### config.mk
export PLATFORM = sky130hd
export DESIGN_NAME = ierm_tgt_tbl
export DESIGN_NICKNAME = d
export VERILOG_FILES = /design/src/hw/rtl/ierm_pkg.sv /design/src/hw/rtl/ierm_tgt_tbl.sv
export SDC_FILE = /design/constraint.sdc
export NUM_CORES = 1
export LEC_CHECK = 0
export ABC_CLOCK_PERIOD_IN_PS = 1700
export BUFFER_PORTS_ARGS = -buffer_cell sky130_fd_sc_hd__buf_2
export CORE_ASPECT_RATIO = 0.7
export CORE_UTILIZATION = 60
export CTS_BUF_LIST = sky130_fd_sc_hd__clkbuf_8
export CTS_CLUSTER_SIZE = 12
export DETAILED_ROUTE_END_ITERATION = 10
export PLACE_DENSITY = 0.78
export SYNTH_ARGS = -nofsm -noshare
export SYNTH_HDL_FRONTEND = slang
export SYNTH_SLANG_ARGS = --single-unit
### constraint.sdc
create_clock -name clk -period 1.7 [get_ports clk]
set_input_delay 0.34 -clock clk [delete_from_list [all_inputs] [get_ports clk]]
set_output_delay 0.34 -clock clk [all_outputs]
set_load 0.02 [all_outputs]
### src/hw/rtl/ierm_pkg.sv
`timescale 1ns / 1ps
// ----------------------------------------------------------------------------
// ierm_pkg: shared definitions for the ICMP echo reply matcher
// Item codes, verdict codes, register indexes and control structs.
// ----------------------------------------------------------------------------
package ierm_pkg;

	localparam int DEF_TARGET_SLOTS = 16;
	localparam int DEF_MAX_PACKET   = 1024;

	localparam int MODE_W    = 2;
	localparam int VERDICT_W = 3;
	localparam int OSLOT_W   = 4;
	localparam int ID_W      = 16;
	localparam int CFG_IDX_W = 2;

	// item kinds on the slave side
	localparam logic [MODE_W-1:0] MODE_WRITE = 2'd0;
	localparam logic [MODE_W-1:0] MODE_BYTE  = 2'd1;
	localparam logic [MODE_W-1:0] MODE_QUERY = 2'd2;

	// verdicts
	localparam logic [VERDICT_W-1:0] V_MATCH     = 3'd0;
	localparam logic [VERDICT_W-1:0] V_SHORT     = 3'd1;
	localparam logic [VERDICT_W-1:0] V_NOT_REPLY = 3'd2;
	localparam logic [VERDICT_W-1:0] V_BAD_ID    = 3'd3;
	localparam logic [VERDICT_W-1:0] V_BAD_SEQ   = 3'd4;
	localparam logic [VERDICT_W-1:0] V_NO_TARGET = 3'd5;
	localparam logic [VERDICT_W-1:0] V_QUERY     = 3'd6;

	// register indexes
	localparam logic [CFG_IDX_W-1:0] REG_ECHO_ID    = 2'd0;
	localparam logic [CFG_IDX_W-1:0] REG_USED_SLOTS = 2'd1;

	localparam int          MIN_IP_LEN      = 20;
	localparam int          ICMP_HDR_LEN    = 8;
	localparam logic [7:0]  ICMP_ECHO_REPLY = 8'h00;
	localparam logic [15:0] EXP_SEQ         = 16'h0001;
	localparam int          SRC_ADDR_OFS    = 12;

	// header bytes fetched after the last byte: type, id (2), seq (2), source (4)
	localparam int FETCH_STEPS = 9;

	// check steps on the shared compare unit
	localparam logic [1:0] CK_TYPE = 2'd0;
	localparam logic [1:0] CK_ID   = 2'd1;
	localparam logic [1:0] CK_SEQ  = 2'd2;

	typedef struct packed {
		logic wr;   // write address, clear flag at write index
		logic set;  // set flag at read index
	} tbl_ctl_t;

endpackage

### src/hw/rtl/ierm_tgt_tbl.sv
`timescale 1ns / 1ps
// ----------------------------------------------------------------------------
// ierm_tgt_tbl: target address table with reached flags
// Addresses in a memory with registered read; flags in flops, cleared at reset.
// ----------------------------------------------------------------------------
module ierm_tgt_tbl #(
	parameter int TARGET_SLOTS = ierm_pkg::DEF_TARGET_SLOTS,
	parameter int SLOT_W       = (TARGET_SLOTS > 1) ? $clog2(TARGET_SLOTS) : 1
) (
	input  logic                    clk,
	input  logic                    arst_n,
	input  ierm_pkg::tbl_ctl_t      ctl,
	input  logic [SLOT_W-1:0]       waddr,
	input  logic [31:0]             wdata,
	input  logic [SLOT_W-1:0]       raddr,
	output logic [31:0]             rdata,
	output logic [TARGET_SLOTS-1:0] flags
);
	import ierm_pkg::*;

	logic [31:0]             addr_mem_q [TARGET_SLOTS];
	logic [31:0]             rdata_q;
	logic [TARGET_SLOTS-1:0] flags_q;

	always_ff @(posedge clk) begin
		if (ctl.wr) begin
			addr_mem_q[waddr] <= wdata;
		end
		rdata_q <= addr_mem_q[raddr];
	end

	always_ff @(posedge clk or negedge arst_n) begin
		if (!arst_n) begin
			flags_q <= '0;
		end else begin
			if (ctl.wr) begin
				flags_q[waddr] <= 1'b0;
			end
			if (ctl.set) begin
				flags_q[raddr] <= 1'b1;
			end
		end
	end

	assign rdata = rdata_q;
	assign flags = flags_q;

endmodule

==> key figures <==
Status
  – Status: complete, no violations

STA
  – Final min period: 1.55 ns
  – Period utilisation layout: 91.3%
  – Final Max Tran Viols: 0
  – F_max: 0.645 GHz
  – RSZ-0062 raised after global routing: false
  – Worst-Margin Slew: 0.604 ns
  – # setup viols final: 0
  – Fin. Hold Viols: 0
  – Clock skew: 0.0205 ns
  – Final hold slack: 0.0746 ns
  – Max_slew headroom: 59.7%

Route
  – Drt pass-1 iters: 5
  – Iter 0 DRT Violations: 1074
  – Avg WL per Cell: 26.6 um
  – Post-Route WL: 42600 um
  – Via density per instance: 6.27
  – ANT nets after route: 0
  – Via count of the routed design: 10000
  – DRC Markers: 0

Power and ir drop
  – Leak: 8.09 nW
  – P per Cell Area: 1130 nW/um2
  – Total design power: 27.3 mW
  – Max IR drop VDD: 0.820 mV

Clocking
  – Post-CTS Setup Bufs: 0
  – Clk buf depth: 3
  – TritonCTS clock tree: done
  – Post-CTS resize count: 0
  – Htree depth: 3
  – CTS root buf: clkbuf_8
  – Worst-path clk slew: 0.07 ns
  – Cts hold-fix bufs: 1
  – Worst skew pair latency: 0.64 ns
  – CTS buffer count: 78
  – CTS sink count: 560

Die
  – I/O pins: 92
  – Die Ht: 157 um
  – DIE AREA: 34900 um2
  – FP Rows: 56
  – Initial Util: 61.1%
  – Core area: 33600 um2
  – Die Width: 223 um

GRT
  – Largest net degree at the start of global routing: 35
  – Tot GR Track Use: 25.6%
  – First-pass GRT wire length: 63800 um
  – Total gr overflow: 0
  – Vias in the first global route: 10400
  – Initial antenna violation count: 0

Finish
  – Final nets: 1146
  – # fillers: 1913
  – FF/Latch Area: 16400 um2
  – Multi-input gate area: 3990 um2
  – P&R area growth vs syn: 17.3%
  – Fraction of layout cells with a size suffix above 1: 35.9%
  – ANT cells: 0

Synthesis
  – Sequential cell area fraction in the yosys report: 80.1%
  – FF+latch count, synth: 560
  – Syn Area/Cell: 22.8 um2
  – Cells after Synth: 901
  – Synth Net Count: 945
  – Mapped cell area: 20500 um2
  – Netlist cell types: 23
  – Area contributors post-synth: edfxtp_1 75%, mux4_2 14%, dfxtp_1 3.1%, a22oi_1 2.3%, dfrtp_1 2.0%
  – Synth top area share: 75.0%
  – Synth area leader: edfxtp_1
  – Ys Warns: 0

Worst setup path
  – Startpoint Class: flop
  – Worst endpoint required time: 1.36 ns
  – Max FO, Critical Path: 1
  – Critical path's largest stage delay: 0.39 ns
  – Critical setup path kind: flop to output port
  – Worst path cell trace: buf_2
  – CP bufs+invs: 1
  – Critical Path End Type: output port
  – Crit path max-delay family: flip-flops
  – Worst path arrival time: 1.21 ns
  – CP max-delay cell: dfxtp_1

Placed design
  – Hpwl dp: 25600 um
  – Placer Congestion: 0.780
  – I/O Buffers: 91

Flow run
  – Max Cap Viol: 0

Worst hold path
  – Worst Hold Class: input pin to flop
## cell type report
cell class | instances | share of cell area (%)
sequential | 560 | 68.3
multi-input combinational | 291 | 16.6
timing repair buffer | 167 | 6.67
clock buffer | 86 | 4.92
tap | 435 | 2.26
clock inverter | 56 | 1.20
inverter | 4 | 0.0624
## metrics by stage
| stage | instance area (um2) | setup TNS [ns] | util [%] | setup slack, ns | cells |
|---|---|---|---|---|---|
| final | 24000 | 0 | 71.6 | 0.149 | 1599 |
| after CTS | 24000 | 0 | 71.6 | 0.117 | 1599 |
| after floorplan | 20700 | -51.88 | - | -0.442 | 901 |
| after global placement | 22600 | -15.20 | 67.2 | -0.174 | 1456 |
| after detailed placement | 22600 | -18.97 | 67.2 | -0.239 | 1456 |
| after global routing | 24000 | 0 | 71.6 | 0.0758 | 1599 |
## registers in the layout, indices dropped and copies added (netlist names)
name,count
addr_mem_q,512
rdata,32
flags,16
## cells in the final DEF, fill, tap and decap left out, types with 13 or more instances in the layout
cell and instances:
clkbuf_8 87, buf_12 45, a22oi_1 64, buf_4 31
mux4_2 128, nand2_1 38, buf_2 89, inv_1 37
edfxtp_1 512, o21ai_0 26, nor2_4 13, dfrtp_1 16
dfxtp_1 32
## per-layer routing
| metal | GRT usage (%) | wire length, um | vias to the layer above |
|---|---|---|---|
| met5 | 0 | 0 | - |
| met4 | 7.09 | 698 | 0 |
| met3 | 5.71 | 3090 | 61 |
| met2 | 40.4 | 20700 | 400 |
| met1 | 36.8 | 18100 | 5349 |
| li1 | - | - | 4209 |
## report_power, final
part	internal (mW)	total (mW)	switching, mW
registers	15.5	15.6	0.147
logic	0.765	1.87	1.11
clock network	4.97	9.79	4.82
## cell usage after synthesis
cell,instances
nor2_1,13
nor2b_1,2
buf_1,2
nand3_1,2
nand2b_1,4
dfxtp_1,32
nand2_1,38
a22oi_1,64
buf_6,8
buf_4,1
nor3b_1,1
mux4_2,128
inv_1,4
nand3b_1,4
o21ai_0,28
and2_0,1
clkbuf_1,24
dfrtp_1,16
or3b_1,1
or2_2,1
buf_2,11
edfxtp_1,512
nor3_1,4
## worst paths after layout
check	slack, ns	start	to	depth (start not counted)
min in group asynchronous	0.16	arst_n	flags[10]$_DFF_PN0_	2
worst max-delay path	0.15	rdata[4]$_DFF_P_	rdata[4]	1
worst min register to register	0.51	flags[6]$_DFF_PN0_	flags[6]$_DFF_PN0_	2
worst max register to register	0.25	addr_mem_q[10][4]$_DFFE_PP_	rdata[4]$_DFF_P_	3
worst min-delay path	0.07	wdata[11]	addr_mem_q[3][11]$_DFFE_PP_	1
max in group asynchronous	1.28	arst_n	flags[1]$_DFF_PN0_	2
## cell families (layout without fill, tap and decap cells)
| family | count (synthesis) | in the layout | share of synthesized area [%] |
|---|---|---|---|
| and+or+nand+nor | 71 | 71 | 1.55 |
| DFF | 560 | 560 | 80.1 |
| muxes | 128 | 128 | 14.1 |
| AOI/OAI and AO/OA | 92 | 92 | 3.03 |
| buffers and inverters | 50 | 313 | 1.29 |
(Power assumes the default switching activity.)
